`src/rtl/core/hid_descriptor_run_builder_core_defines.svh`:
```
// Assertion macros shared by the run builder RTL.
`ifndef HID_DESCRIPTOR_RUN_BUILDER_CORE_DEFINES_SVH
`define HID_DESCRIPTOR_RUN_BUILDER_CORE_DEFINES_SVH

// Same-cycle implication, checked at every rising clock edge out of reset.
`define HDRB_ASSERT_IMPLIES(label, clk, rstn, ante, cons, msg) \
    label: assert property (@(posedge clk) disable iff (!(rstn)) (ante) |-> (cons)) \
        else $error(msg);

// Next-cycle implication, checked at every rising clock edge out of reset.
`define HDRB_ASSERT_NEXT(label, clk, rstn, ante, cons, msg) \
    label: assert property (@(posedge clk) disable iff (!(rstn)) (ante) |=> (cons)) \
        else $error(msg);

`endif

```
`src/rtl/core/hid_drb_pkg.sv`:
```
package hid_drb_pkg;

    // Field widths of the result stream.
    localparam int unsigned USAGE_W   = 16;
    localparam int unsigned DEST_W    = 16;
    localparam int unsigned LEN_W     = 8;
    localparam int unsigned BYTES_W   = 14;
    localparam int unsigned TDATA_W   = 56;

    // Result queue depth; two entries must be free before a byte is taken.
    localparam int unsigned QUEUE_DEPTH = 4;
    localparam int unsigned QPTR_W      = 2;
    localparam int unsigned QCNT_W      = 3;

    // Item type field (header bits 3:2).
    typedef enum logic [1:0] {
        ITEM_MAIN     = 2'b00,
        ITEM_GLOBAL   = 2'b01,
        ITEM_LOCAL    = 2'b10,
        ITEM_RESERVED = 2'b11
    } item_type_t;

    // Item tags (header bits 7:2, type bits included).
    localparam logic [5:0] INPUT_TAG        = 6'h20;
    localparam logic [5:0] REPORT_COUNT_TAG = 6'h25;
    localparam logic [5:0] USAGE_MIN_TAG    = 6'h06;

    // Size code of four value bytes.
    localparam logic [1:0] SIZE_CODE_FOUR = 2'b11;

    // Input main item flag bits.
    localparam int unsigned CONST_FLAG_BIT = 0;
    localparam int unsigned VAR_FLAG_BIT   = 1;

    // Result kinds carried on tuser.
    typedef enum logic {
        KIND_RUN = 1'b0,
        KIND_END = 1'b1
    } kind_t;

    typedef struct packed {
        kind_t                kind;
        logic [USAGE_W-1:0]   source_start;
        logic [DEST_W-1:0]    dest_start;
        logic [LEN_W-1:0]     run_length;
        logic [BYTES_W-1:0]   bitmap_bytes;
        logic                 last_of_run;
    } result_t;

    // Results produced by one descriptor byte, run first.
    typedef struct packed {
        logic    run_valid;
        logic    end_valid;
        result_t run_res;
        result_t end_res;
    } dec_out_t;

    // Decoder status seen by the top level checks.
    typedef struct packed {
        logic              expect_header;
        logic [DEST_W-1:0] dest_bit;
    } dec_status_t;

endpackage

```
`src/rtl/core/hid_descriptor_run_builder_core.sv`:
```
// HID report descriptor run builder. Descriptor bytes enter one per request on
// the s_ side, with s_tlast on the final byte, and a byte is taken in every
// cycle while the result queue has two free entries. Each data, variable Input
// item with a nonzero report count yields one mapping run (m_tuser = 0); the
// final byte also yields the bitmap size in bytes (m_tuser = 1) and returns the
// parser to its reset state. A byte's results are registered in the result
// queue and leave on the m_ side one result per cycle while m_tready is high;
// m_tlast marks the last result of a byte. Throughput is one byte per cycle
// while the queue has room; the item parser is combinational and feeds a
// four-entry result queue; a byte with two results sends them one by one.
`include "hid_descriptor_run_builder_core_defines.svh"

module hid_descriptor_run_builder_core
    import hid_drb_pkg::*;
(
    input  logic               aclk,
    input  logic               aresetn,
    input  logic               s_tvalid,
    output logic               s_tready,
    input  logic [7:0]         s_tdata,  // [7:0] data_byte
    input  logic               s_tlast,  // end_of_descriptor
    output logic               m_tvalid,
    input  logic               m_tready,
    // [15:0] source_start, [31:16] dest_start, [39:32] run_length,
    // [53:40] bitmap_bytes, [55:54] zero
    output logic [TDATA_W-1:0] m_tdata,
    output logic [0:0]         m_tuser,  // [0] kind
    output logic               m_tlast   // last_of_run
);

    dec_out_t    dec_out;
    dec_status_t dec_status;
    result_t     head;
    logic        byte_accept;

    assign byte_accept = s_tvalid && s_tready;

    // Item parser.
    hid_drb_decoder u_decoder (
        .aclk              (aclk),
        .aresetn           (aresetn),
        .byte_accept       (byte_accept),
        .data_byte         (s_tdata),
        .end_of_descriptor (s_tlast),
        .dec_out           (dec_out),
        .dec_status        (dec_status)
    );

    // Result queue between parser and output.
    hid_drb_queue u_queue (
        .aclk     (aclk),
        .aresetn  (aresetn),
        .wr_in    (dec_out),
        .has_room (s_tready),
        .rd_valid (m_tvalid),
        .rd_ready (m_tready),
        .rd_data  (head)
    );

    // Pack the head result onto the output stream.
    assign m_tdata = {2'b00, head.bitmap_bytes, head.run_length,
                      head.dest_start, head.source_start};
    assign m_tuser = head.kind;
    assign m_tlast = head.last_of_run;

    `HDRB_ASSERT_IMPLIES(a_end_is_last, aclk, aresetn, m_tvalid && m_tuser[0], m_tlast,
        "end-of-descriptor result not marked last")
    `HDRB_ASSERT_IMPLIES(a_run_nonzero, aclk, aresetn, m_tvalid && !m_tuser[0],
        m_tdata[39:32] != 8'h00, "zero-length run emitted")
    `HDRB_ASSERT_IMPLIES(a_end_fields_zero, aclk, aresetn, m_tvalid && m_tuser[0],
        m_tdata[39:0] == 40'h0, "end result carries run fields")
    `HDRB_ASSERT_NEXT(a_end_restarts, aclk, aresetn, s_tvalid && s_tready && s_tlast,
        dec_status.expect_header && dec_status.dest_bit == '0,
        "parser not restarted after end of descriptor")

endmodule

```
`src/rtl/core/hid_drb_decoder.sv`:
```
module hid_drb_decoder
    import hid_drb_pkg::*;
(
    input  logic        aclk,
    input  logic        aresetn,
    input  logic        byte_accept,
    input  logic [7:0]  data_byte,
    input  logic        end_of_descriptor,
    output dec_out_t    dec_out,
    output dec_status_t dec_status
);

    logic [7:0]         hdr_reg, hdr_next;
    logic [2:0]         rem_reg, rem_next;
    logic [1:0]         pos_reg, pos_next;
    logic [15:0]        acc_reg, acc_next;
    logic [USAGE_W-1:0] umin_reg, umin_next;
    logic [LEN_W-1:0]   rc_reg, rc_next;
    logic [DEST_W-1:0]  dest_reg, dest_next;

    logic [7:0]         eff_hdr;
    logic [15:0]        eff_val;
    logic               complete;
    logic [DEST_W:0]    bytes_sum;
    item_type_t         eff_type;

    assign eff_type = item_type_t'(eff_hdr[3:2]);

    // Item parser and local/global state update for one accepted byte.
    always_comb begin
        hdr_next  = hdr_reg;
        rem_next  = rem_reg;
        pos_next  = pos_reg;
        acc_next  = acc_reg;
        umin_next = umin_reg;
        rc_next   = rc_reg;
        dest_next = dest_reg;
        eff_hdr   = hdr_reg;
        eff_val   = acc_reg;
        complete  = 1'b0;
        bytes_sum = '0;
        dec_out   = '0;
        dec_out.run_res.kind         = KIND_RUN;
        dec_out.run_res.source_start = umin_reg;
        dec_out.run_res.dest_start   = dest_reg;
        dec_out.run_res.run_length   = rc_reg;
        dec_out.run_res.last_of_run  = !end_of_descriptor;
        dec_out.end_res.kind         = KIND_END;
        dec_out.end_res.last_of_run  = 1'b1;

        if (byte_accept) begin
            if (rem_reg == 3'd0) begin
                // Header byte: start a new item.
                hdr_next = data_byte;
                acc_next = '0;
                pos_next = '0;
                rem_next = (data_byte[1:0] == SIZE_CODE_FOUR) ? 3'd4
                                                              : {1'b0, data_byte[1:0]};
                complete = (data_byte[1:0] == 2'b00);
                eff_hdr  = data_byte;
                eff_val  = '0;
            end else begin
                // Value byte, little endian; only the low two bytes matter.
                case (pos_reg)
                    2'd0:    acc_next = acc_reg | {8'h00, data_byte};
                    2'd1:    acc_next = acc_reg | {data_byte, 8'h00};
                    default: acc_next = acc_reg;
                endcase
                pos_next = pos_reg + 2'd1;
                rem_next = rem_reg - 3'd1;
                complete = (rem_reg == 3'd1);
                eff_val  = acc_next;
            end

            // Apply a finished (or truncated) item.
            if (complete || end_of_descriptor) begin
                rem_next = '0;
                pos_next = '0;
                if (eff_hdr[7:2] == REPORT_COUNT_TAG) begin
                    rc_next = eff_val[LEN_W-1:0];
                end
                if (eff_hdr[7:2] == USAGE_MIN_TAG) begin
                    umin_next = eff_val[USAGE_W-1:0];
                end
                if (eff_type == ITEM_MAIN) begin
                    if (eff_hdr[7:2] == INPUT_TAG && !eff_val[CONST_FLAG_BIT]
                        && eff_val[VAR_FLAG_BIT] && rc_reg != '0) begin
                        dec_out.run_valid = 1'b1;
                        dest_next = dest_reg + {{(DEST_W-LEN_W){1'b0}}, rc_reg};
                    end
                    umin_next = '0;
                end
            end

            // End of descriptor: report the bitmap size and start over.
            if (end_of_descriptor) begin
                bytes_sum = {1'b0, dest_next} + (DEST_W+1)'(7);
                dec_out.end_valid            = 1'b1;
                dec_out.end_res.bitmap_bytes = bytes_sum[DEST_W:3];
                hdr_next  = '0;
                acc_next  = '0;
                umin_next = '0;
                rc_next   = '0;
                dest_next = '0;
            end
        end
    end

    // Parser state registers.
    always_ff @(posedge aclk) begin
        if (!aresetn) begin
            hdr_reg  <= '0;
            rem_reg  <= '0;
            pos_reg  <= '0;
            acc_reg  <= '0;
            umin_reg <= '0;
            rc_reg   <= '0;
            dest_reg <= '0;
        end else begin
            hdr_reg  <= hdr_next;
            rem_reg  <= rem_next;
            pos_reg  <= pos_next;
            acc_reg  <= acc_next;
            umin_reg <= umin_next;
            rc_reg   <= rc_next;
            dest_reg <= dest_next;
        end
    end

    assign dec_status.expect_header = (rem_reg == 3'd0);
    assign dec_status.dest_bit      = dest_reg;

endmodule

```
`src/rtl/core/hid_drb_queue.sv`:
```
module hid_drb_queue
    import hid_drb_pkg::*;
(
    input  logic     aclk,
    input  logic     aresetn,
    input  dec_out_t wr_in,
    output logic     has_room,
    output logic     rd_valid,
    input  logic     rd_ready,
    output result_t  rd_data
);

    result_t           entry_reg [QUEUE_DEPTH];
    logic [QPTR_W-1:0] wr_ptr_reg, rd_ptr_reg;
    logic [QCNT_W-1:0] count_reg;
    logic [QPTR_W-1:0] end_slot;
    logic              pop;
    logic [QCNT_W-1:0] push_cnt;

    assign pop      = rd_valid && rd_ready;
    assign push_cnt = QCNT_W'(wr_in.run_valid) + QCNT_W'(wr_in.end_valid);
    assign end_slot = wr_in.run_valid ? wr_ptr_reg + QPTR_W'(1) : wr_ptr_reg;

    // Result storage; a run always lands ahead of the end result.
    always_ff @(posedge aclk) begin
        if (wr_in.run_valid) begin
            entry_reg[wr_ptr_reg] <= wr_in.run_res;
        end
        if (wr_in.end_valid) begin
            entry_reg[end_slot] <= wr_in.end_res;
        end
    end

    // Pointers and fill count.
    always_ff @(posedge aclk) begin
        if (!aresetn) begin
            wr_ptr_reg <= '0;
            rd_ptr_reg <= '0;
            count_reg  <= '0;
        end else begin
            wr_ptr_reg <= wr_ptr_reg + push_cnt[QPTR_W-1:0];
            if (pop) begin
                rd_ptr_reg <= rd_ptr_reg + QPTR_W'(1);
            end
            count_reg <= count_reg + push_cnt - QCNT_W'(pop);
        end
    end

    assign has_room = (count_reg <= QCNT_W'(QUEUE_DEPTH - 2));
    assign rd_valid = (count_reg != '0);
    assign rd_data  = entry_reg[rd_ptr_reg];

endmodule
```
`config.mk`:
```
export PLATFORM = sky130hd
export DESIGN_NAME = hid_descriptor_run_builder_core
export DESIGN_NICKNAME = d
export VERILOG_FILES = /design/src/rtl/core/hid_drb_pkg.sv /design/src/rtl/core/hid_descriptor_run_builder_core.sv /design/src/rtl/core/hid_drb_decoder.sv /design/src/rtl/core/hid_drb_queue.sv
export VERILOG_INCLUDE_DIRS = /design/src /design/src/rtl/core
export SDC_FILE = /design/constraint.sdc
export NUM_CORES = 1
export LEC_CHECK = 0
export BUFFER_PORTS_ARGS = -buffer_cell sky130_fd_sc_hd__buf_2
export CAP_MARGIN = 20
export CORE_UTILIZATION = 60
export CTS_CLUSTER_DIAMETER = 150
export DETAILED_ROUTE_END_ITERATION = 8
export PLACE_DENSITY = 0.78
export SYNTH_ARGS = -nofsm -noshare
export SYNTH_HDL_FRONTEND = slang
export SYNTH_SLANG_ARGS = --single-unit
```
`constraint.sdc`:
```
create_clock -name aclk -period 4.8 [get_ports aclk]
set_input_delay 0.96 -clock aclk [delete_from_list [all_inputs] [get_ports aclk]]
set_output_delay 0.96 -clock aclk [all_outputs]
set_load 0.005 [all_outputs]
```
### Word level (Yosys, flattened, before mapping)

Memories as Yosys holds them, arrays and structs flattened. A register that Yosys moved wholly into a read port is not among the register bits.
Index checks and enable logic that the tools add are counted.
Widths: inputs -> output; s select.

| cells by class | value |
|---|---|
| shift-type cells | 0 |
| bitwise logic cells | 2 |
| $mul | 0 |
| reduce and logical (&&, ||, !) cells | 19 |
| div/mod/pow operators | 0 |
| mux-type cells | 41 |
| eq/ne operators | 6 |
| add/sub/neg operators | 10 |
| magnitude comparators | 1 |

Operators with widths:

| operator | number |
|---|---|
| $mux 16 | 12 |
| $mux 8 | 6 |
| $pmux 16 s2 | 1 |
| $mux 14 | 2 |
| $add 16x3->17 const B | 1 |
| $add 16x8->16 | 1 |
| $or 16x16->16 | 1 |
| $or 16x8->16 | 1 |
| $eq 6x6->1 const B | 2 |
| $mux 2 | 6 |
| $mux 1 | 10 |
| $mux 3 | 3 |
| $reduce_bool 8->1 | 1 |
| $add 2x1->2 const B | 3 |
| $eq 6x3->1 const B | 1 |
| $logic_not 2->1 | 3 |
| $reduce_and 3->1 | 2 |
| $reduce_bool 3->1 | 2 |
| $logic_and 1x1->1 | 5 |
| $mux 4 | 1 |
| $reduce_bool 2->1 | 2 |
| $add 3x3->3 | 1 |
| $eq 3x1->1 const B | 1 |
| $le 3x2->1 const B | 1 |
| other kinds (9) | 10 |

| storage, ports and cells | value |
|---|---|
| bits in registers | 76 |
| RAM bits | 224 |
| word-level logic and storage cells | 90 |
| bits in latches | 0 |
| memories kept | 1 |
| memory bits (read-only) | 0 |
| output and inout bits | 60 |

Memory list:

| memory | depth | bits a word | read ports | clocked after memory_dff | wr ports | line | RTL |
|---|---|---|---|---|---|---|---|
| u_queue.entry_reg | 4 | 56 | 1 | 1 | 2 | hid_drb_queue.sv:13 | `result_t entry_reg [QUEUE_DEPTH];` |

### Logic depth before layout (Yosys ltp)

Gate-level depths: netlist of run 1.

| depth | value |
|---|---|
| depth in word-level cells | 15 |
| depth in mapped cells | 16 |

### Cells and area by module

From an unflattened synthesis of run 1, not the netlist that was laid out.

| unflattened totals | value |
|---|---|
| cell total of the unflattened synthesis | 1,182 |
| area, all modules | 16,101.7 um^2 |

Modules (own cells, without submodules):

| module | cells each | area an instance (um^2) | times used |
|---|---|---|---|
| hid_drb_queue | 602 | 11,436.0 | 1 |
| hid_drb_decoder | 576 | 4,640.7 | 1 |
| hid_descriptor_run_builder_core | 4 | 25.0 | 1 |

### Least setup slack after synthesis of run 1

Ideal clock, no wire load.

| timing | value |
|---|---|
| path kind | in2reg |
| from | in s_tdata[1] |
| to | reg u_queue.count_reg[2] |
| stages on the path | 13 |
| path slack | 1.296 ns |
| required time | 4.685 ns |
| arrival time | 3.389 ns |
| buffers on the path | 0 |
| cell sequence | nor4b_1 -> or3_1 -> o2111ai_2 -> nor2_1 -> nand2_1 -> inv_1 -> ha_1 -> inv_1 -> ha_1 -> inv_1 -> fa_1 -> xnor2_1 -> and2_1 |

| between the ends | value |
|---|---|
| word-level cells in the longest chain between the ends | 13 |
| elaborated cells on any way between the ends | 17 |
| classes of those cells | add/sub: 3; mux: 9; bitwise: 1; reduce/logical: 4 |

Ends and longest elaborated chain:

| what | line | RTL |
|---|---|---|
| from (decl) | hid_descriptor_run_builder_core.sv:20 | `input logic [7:0] s_tdata,` |
| $or 16x8->16 | hid_drb_decoder.sv:65 | `2'd0: acc_next = acc_reg \| {8'h00, data_byte};` |
| $pmux 16 s2 | hid_drb_decoder.sv:64 | `case (pos_reg)` |
| $mux 16 | hid_drb_decoder.sv:52 | `if (rem_reg == 3'd0) begin` |
| $mux 16 | hid_drb_decoder.sv:51 | `if (byte_accept) begin` |
| $logic_and 1x1->1 (2 in series) | hid_drb_decoder.sv:87 | `&& eff_val[VAR_FLAG_BIT] && rc_reg != '0) begin` |
| $mux 1 | hid_drb_decoder.sv:86 | `if (eff_hdr[7:2] == INPUT_TAG && !eff_val[CONST_FLAG_BIT]` |
| $mux 1 | hid_drb_decoder.sv:85 | `if (eff_type == ITEM_MAIN) begin` |
| $mux 1 (*) | hid_drb_decoder.sv:76 | `if (complete \|\| end_of_descriptor) begin` |
| $mux 2 (*) | hid_drb_decoder.sv:51 |  |
| $add 1x1->2 (*) | hid_drb_queue.sv:21 | `assign push_cnt = QCNT_W'(wr_in.run_valid) + QCNT_W'(wr_in.end_valid);` |
| $add 3x3->3 (*) | hid_drb_queue.sv:45 | `count_reg <= count_reg + push_cnt - QCNT_W'(pop);` |
| $sub 3x1->3 (*) | hid_drb_queue.sv:45 |  |
| to (signal assigned) | hid_drb_queue.sv:45 |  |
| to (decl) | hid_drb_queue.sv:15 | `logic [QCNT_W-1:0] count_reg;` |

Every way passes the cells marked *; elsewhere a longest branch is shown, timed or not. The select of a mux whose other input is x is not followed.
A chain may end at the register's enable or synchronous reset.

### Final worst setup path of run 1

| timing | value |
|---|---|
| from | reg u_decoder.rem_reg[0] |
| to | reg u_queue.count_reg[2] |

| between the ends | value |
|---|---|
| word-level cells in the longest chain between the ends | 14 |
| elaborated cells on any way between the ends | 23 |
| classes of those cells | add/sub: 3; eq/ne: 2; mux: 11; reduce/logical: 7 |

Ends and longest elaborated chain:

| what | line | RTL |
|---|---|---|
| from (decl) | hid_drb_decoder.sv:14 | `logic [2:0] rem_reg, rem_next;` |
| from (signal assigned) | hid_drb_decoder.sv:121 | `rem_reg <= rem_next;` |
| $logic_not 3->1 | hid_drb_decoder.sv:52 |  |
| $mux 8 / $mux 16 (equally long branches) | hid_drb_decoder.sv:52 |  |
| $mux 8 / $mux 16 (equally long branches) | hid_drb_decoder.sv:51 |  |
| $eq 6x6->1 / $logic_not 1->1 (equally long branches) | hid_drb_decoder.sv:86 |  |
| $logic_and 1x1->1 | hid_drb_decoder.sv:86 |  |
| $logic_and 1x1->1 (2 in series) | hid_drb_decoder.sv:87 |  |
| $mux 1 | hid_drb_decoder.sv:86 |  |
| $mux 1 | hid_drb_decoder.sv:85 |  |
| $mux 1 (*) | hid_drb_decoder.sv:76 |  |
| $mux 2 (*) | hid_drb_decoder.sv:51 |  |
| $add 1x1->2 (*) | hid_drb_queue.sv:21 |  |
| $add 3x3->3 (*) | hid_drb_queue.sv:45 |  |
| $sub 3x1->3 (*) | hid_drb_queue.sv:45 |  |

Marks and branches as above.

==> flow_summary_export.csv, run 1 <==
group,metric,value,unit
yosys,synth.distinct_cells,60,
worst_setup_path,worst-path-buf-inv,4,
clocking,cts-hold-fix-buffers,0,
worst_setup_path,crit_path_top_delay_cell,"nor4_1",
min_path,hold_path_class,"register to register",
timing,rsz0062_at_grt,"no",
clocking,tritoncts,"done",
finish,drive_above_1_share,14.4,%
drt,antenna_left,0,
floorplan,fp-row-count,54,
worst_setup_path,cpPeakStageDelay,0.55,ns
finish,register_area,6570,um2
worst_setup_path,crit_top_cell,"inv_1",
timing,min_period,3.83,ns
yosys,ys.flop_type,"dfxtp_1",
clocking,htree_num_levels,1,
finish,final_cell_count_no_fill,1819,
drt,vias_per_cell,6.11,
pwr,swShare,25.7,%
timing,finClkSkew,0.00763,ns
global_routing,antenna_found_initial,0,
clocking,clkLatencyLatePin,0.55,ns
floorplan,core-area,22000,um2
clocking,cts_resized,0,
worst_setup_path,path_max_fanout,12,
flow_run,cap_violations,0,
finish,syn_to_final_growth,11.5,%
global_routing,grt_pass1_vias,10800,
pwr,p_seq_share,47.4,%
yosys,synthCells,1493,
floorplan,dieArea,23300,um2
yosys,avgSynthCellArea,9.13,um2
timing,hold_viol_final,0,
timing,max_slew_margin,28.2,%
global_routing,grt_start_max_net_pins,76,
floorplan,fp.dieH,153,um
timing,hold_slack,0.447,ns
pwr,pwr-share-comb,12.1,%
clocking,root_buffer,"clkbuf_16",
yosys,synth-edff-count,56,
clocking,clockBufferDepth,3,
finish,postLayoutCellArea,15200,um2
finish,fill_cells,1699,
floorplan,die_w,153,um
placement,placedCellCount,1763,
placement,io_buffers,70,
placement,place_congestion,0.929,
status,violations,"design-rule violations",
timing,layout_setup_ws,0.973,ns
timing,tightestPinTransition,1.07,ns
worst_setup_path,critical_path.cell_chain,"inv_1 -> ha_1 -> nand2b_1 -> nor4_1 -> o2111ai_2 -> nor2_1 -> nand2_1 -> inv_1 -> ha_1 -> inv_1 -> ha_1 -> inv_1 -> fa_1 -> xnor2_1 -> and2_1",
global_routing,track_usage,30.6,%
clocking,cts.clk_slew.worst_paths,0.06,ns
placement,post-place-ws,0.874,ns
worst_setup_path,crit_type,"register to register",
floorplan,start_util,61.9,%
clocking,cts_sinks,300,
drt,totalWireLength,35.4,mm
worst_setup_path,crit_arrival,4.27,ns
clocking,cts_setup_buffers,0,
finish,multi_input_area,6600,um2
pwr,cellLeakagePower,5.40,nW
timing,final-setup-viol-count,0,
placement,dp.final_hpwl,21.7,mm
drt,drc,4,
worst_setup_path,crit_path_start_kind,"register",
floorplan,ios,73,
pwr,p_per_area,388,nW/um2
finish,largest_reg_flops,224,
pwr,irDropWorstVdd,266,uV
worst_setup_path,worstPathRequired,5.25,ns
drt,wl_per_cell,19.5,um
global_routing,grt_pass1_wl,57.2,mm
worst_setup_path,endpoint_kind,"register",
pwr,intPower,4.38,mW
finish,diodes,0,
yosys,async_flop_share,0,%
pwr,pwr-share-clk,40.5,%
timing,fin_crit_sh,79.7,%
drt,num_vias,11100,
yosys,netlist_area,13600,um2
placement,post_dp_cell_area,14200,um2
finish,layout.cells.most_common,"nand2_1",
global_routing,grt-ovfl-total,0,
status,status,"finished, violations left",
clocking,numCtsBuffers,30,
drt,drt_iter0_markers,853,
timing,maxSlewViolCount,0,
finish,nets,1553,
pwr,p_sw,1.51,mW
yosys,yosys_warnings,0,
yosys,synth-seq-cells,300,
finish,mostFrequentLayoutCells,"403 x nand2_1, 242 x dfxtp_1, 188 x a21oi_1",
drt,drt_first_pass_iters,9,
timing,max_freq,0.261,GHz
yosys,ys_seq_area_share,48.2,%
worst_setup_path,cpLargestDelayFamily,"simple AND/OR/NAND/NOR gates",
timing,tns,0,ns
==> kinds of logic after synthesis <==
| kind of cell | synth area share, % |
|---|---|
| AO/OA/AOI/OAI | 13.1 |
| XOR/XNOR | 1.92 |
| adder cells (fa/ha/maj) | 2.31 |
| buffers and inverters | 3.60 |
| flip-flops | 48.2 |
| multiplexers | 9.91 |
| other | 0.0275 |
| AND/OR/NAND/NOR | 20.9 |
==> worst paths after layout <==
kind | cells past startpoint | from | to | slack [ns]
hold reg to reg | 2 | u_queue.entry_reg[1][55]$_SDFFE_PP1P_ | u_queue.entry_reg[1][55]$_SDFFE_PP1P_ | 0.45
setup reg to reg | 15 | u_decoder.rem_reg[0]$_SDFFE_PN0N_ | u_queue.count_reg[2]$_SDFF_PN0_ | 0.97
hold / removal | 2 | u_queue.entry_reg[1][55]$_SDFFE_PP1P_ | u_queue.entry_reg[1][55]$_SDFFE_PP1P_ | 0.45
setup / recovery | 15 | u_decoder.rem_reg[0]$_SDFFE_PN0N_ | u_queue.count_reg[2]$_SDFF_PN0_ | 0.97
==> metal layers <==
| metal | part of all wire [%] | wire, um | global-route usage (%) |
|---|---|---|---|
| met2 | 50 | 17700 | 53.8 |
| met3 | 7.7 | 2730 | 3.75 |
| met5 | 0 | 0 | 0 |
| met1 | 40 | 14100 | 39.3 |
| met4 | 2.5 | 885 | 9.67 |
==> through the flow <==
step                      total power, mW  utilization (%)
after global routing                 6.08             69.0
after floorplan                      3.32                -
after detailed placement             3.56             64.3
final                                5.89             69.0
after CTS                            5.92             68.9
after global placement               3.55             64.3
==> power groups by stage <==
stage,registers (mW),logic [mW],clock network (mW)
after floorplan,2.71,0.605,0
after global placement,2.85,0.701,0
after detailed placement,2.85,0.711,0
after CTS,2.80,0.713,2.41
after global routing,2.81,0.768,2.50
final,2.79,0.714,2.39
==> cell type report <==
class	count	area share, %
multi-input cells	1069	43.4
well taps	280	2.30
flip-flops and latches	300	43.2
clock buffers	46	6.03
inverters	17	0.420
clock inverters	9	0.626
repair buffers	98	3.93
==> synthesized netlist by cell type, types with 19 or more instances <==
cell type  instances  share of area [%]
nand2_1          403                 11
nor2b_1           31                1.4
nand2b_1          19               0.87
mux4_2            56                9.3
ha_1              22                2.0
a21oi_1          190                7.0
nor2_1            81                2.2
nand3_1           28                1.0
xnor2_1           20                1.3
edfxtp_1          56                 12
a21boi_0          38                2.1
clkbuf_1          90                2.5
dfxtp_1          244                 36
nor3_1            23               0.84
==> worst register-to-register path, delay by kind of cell (launching register included) <==
kind / cells / cell delay, ns
AND/OR/NAND/NOR: 5 / 1.39
adder cells (fa/ha/maj): 4 / 1.14
buffers and inverters: 4 / 0.39
flip-flops: 1 / 0.33
AO/OA/AOI/OAI: 1 / 0.33
XOR/XNOR: 1 / 0.13
No activity file was read; power rests on OpenSTA's default activity.
==> run 2: changes to the inputs <==
--- a/config.mk
+++ b/config.mk
@@ -8,10 +8,10 @@
 export LEC_CHECK = 0
 export BUFFER_PORTS_ARGS = -buffer_cell sky130_fd_sc_hd__buf_2
 export CAP_MARGIN = 20
-export CORE_UTILIZATION = 60
+export CORE_UTILIZATION = 55
 export CTS_CLUSTER_DIAMETER = 150
 export DETAILED_ROUTE_END_ITERATION = 8
-export PLACE_DENSITY = 0.78
+export PLACE_DENSITY = 0.76
 export SYNTH_ARGS = -nofsm -noshare
 export SYNTH_HDL_FRONTEND = slang
 export SYNTH_SLANG_ARGS = --single-unit
==> constraint.sdc (replaced) <==
create_clock -name aclk -period 3.1 [get_ports aclk]
set_input_delay 0.62 -clock aclk [delete_from_list [all_inputs] [get_ports aclk]]
set_output_delay 0.62 -clock aclk [all_outputs]
set_load 0.005 [all_outputs]
==> flow_summary_export.csv, run 2 (synthesized netlist as in run 1, its figures left out) <==
group,metric,value,unit
status,status,"finished, violations left",
status,violations,"negative setup slack",
global_routing,grt_start_max_net_pins,76,
worst_setup_path,path_max_fanout,6,
finish,drive_above_1_share,21.7,%
timing,min_period,3.15,ns
global_routing,use_met1,37.9,%
pwr,irDropWorstVdd,472,uV
worst_setup_path,crit_arrival,3.46,ns
finish,layout.cells.most_common,"nand2_1",
clocking,root_buffer,"clkbuf_16",
drt,num_vias,11700,
global_routing,met3_usage,4.01,%
pwr,p_per_area,572,nW/um2
clocking,cts_sinks,300,
finish,diodes,0,
clocking,numCtsBuffers,30,
worst_setup_path,cpPeakStageDelay,0.53,ns
global_routing,grt-ovfl-total,0,
placement,place_congestion,0.919,
global_routing,grt_pass1_wl,59.8,mm
placement,io_buffers,70,
worst_setup_path,critical_path.cell_chain,"inv_2 -> ha_4 -> nor2b_1 -> nor4b_4 -> o2111ai_4 -> buf_6 -> or4_4 -> xnor2_2 -> nor4b_4 -> xnor2_2 -> nor2_1",
worst_setup_path,crit_type,"register to register",
timing,fin_crit_sh,102,%
floorplan,die_w,159,um
min_path,hp-start,"s_tdata[7]",
worst_setup_path,rr_startpoint,"u_decoder.rem_reg[1]$_SDFFE_PN0N_",
flow_run,cap_violations,0,
placement,dp.final_hpwl,23.7,mm
clocking,cts.clk_slew.worst_paths,0.06,ns
worst_setup_path,worstPathRequired,3.41,ns
drt,totalWireLength,37.8,mm
worst_setup_path,crit_path_start_kind,"register",
timing,hold_viol_final,0,
worst_setup_path,crit_path_top_delay_cell,"or4_4",
floorplan,start_util,56.0,%
floorplan,fp-row-count,57,
placement,post_dp_cell_area,15000,um2
timing,finClkSkew,0.0154,ns
global_routing,grt_pass1_vias,11400,
global_routing,antenna_found_initial,0,
finish,postLayoutCellArea,16300,um2
floorplan,dieArea,25400,um2
drt,drt_iter0_markers,1229,
global_routing,use_met2,50.7,%
pwr,cellLeakagePower,5.92,nW
placement,placedCellCount,1886,
clocking,clockBufferDepth,3,
worst_setup_path,endpoint_kind,"register",
finish,syn_to_final_growth,19.8,%
timing,tightestPinTransition,0.745,ns
timing,max_slew_margin,50.1,%
min_path,hold_path_class,"input port to register",
finish,mostFrequentLayoutCells,"402 x nand2_1, 237 x dfxtp_1, 185 x a21oi_1",
drt,drc,0,
timing,tns,-0.332,ns
drt,antenna_left,0,
timing,final-setup-viol-count,13,
drt,wl_per_cell,19.4,um
timing,maxSlewViolCount,0,
finish,largest_reg_flops,224,
global_routing,top_usage_layer,"met2",
floorplan,ios,73,
drt,vias_per_cell,5.99,
finish,final_cell_count_no_fill,1950,
timing,rsz0062_at_grt,"yes",
timing,max_freq,0.318,GHz
worst_setup_path,crit_start,"u_decoder.rem_reg[1]$_SDFFE_PN0N_",
drt,drt_first_pass_iters,5,
clocking,clkLatencyLatePin,0.56,ns
placement,post-place-ws,-0.260,ns
floorplan,core-area,24300,um2
global_routing,track_usage,29.5,%
clocking,htree_num_levels,1,
timing,layout_setup_ws,-0.0494,ns
clocking,tritoncts,"done",
floorplan,fp.dieH,159,um
finish,nets,1639,
run 2: power by group:
| part | total (mW) | internal, mW | switching (mW) |
|---|---|---|---|
| Clock | 3.76 | 2.21 | 1.54 |
| Sequential | 4.17 | 4.07 | 0.0954 |
| Combinational | 1.41 | 0.610 | 0.798 |
run 2: metrics by stage:
stage	utilization [%]	power [mW]	hold WS [ns]
after detailed placement	61.7	5.64	0.440
after CTS	66.2	9.34	0.416
after global placement	61.6	5.60	0.430
final	67.1	9.33	0.440
after global routing	67.1	9.64	0.462
after floorplan	-	5.14	0.418
run 2: critical path: cells and delay by family (launching register included):
family                     cells  cell delay, ns
xor gates and xnor gates       2            0.39
DFF                            1            0.33
adders and majority gates      1            0.17
and+or+nand+nor                5            1.47
AOI/OAI and AO/OA              1            0.27
buffers and inverters          2            0.27
run 2: final timing paths:
path	slack, ns	depth (start not counted)	endpoint
setup / recovery	-0.05	11	u_queue.entry_reg[2][12]$_DFFE_PP_
setup reg to reg	-0.05	11	u_queue.entry_reg[2][12]$_DFFE_PP_
hold / removal	0.44	3	u_decoder.hdr_reg[7]$_SDFFE_PN0N_
hold reg to reg	0.45	2	u_queue.entry_reg[0][27]$_SDFFE_PP0P_
run 2: per-layer routing:
metal	share of wire [%]	vias up	routed length, um
met5	0	-	0
met4	2.9	0	1090
met3	7.3	95	2780
met1	40	5698	15200
met2	50	527	18800
li1	-	5354	-
run 2: repair_timing:
| item | 4_1_cts | 5_1_grt |
|---|---|---|
| hold endpoints to repair | 0 | 0 |
| pin swaps | 6 | 14 |
| hold buffers | 0 | 0 |
| endpoints found under the setup margin | 31 | 38 |
| setup buffers | 5 | 3 |
| gates resized for setup | 9 | 41 |
run 2: final cells by class:
| type | instances | area (um2) |
|---|---|---|
| multi-input cells | 1069 | 6850 |
| clock inverters | 12 | 156 |
| clock buffers | 44 | 875 |
| flip-flops and latches | 300 | 6580 |
| fillers | 1884 | 7990 |
| well taps | 324 | 405 |
| repair buffers | 184 | 1390 |
| inverters | 17 | 63.8 |
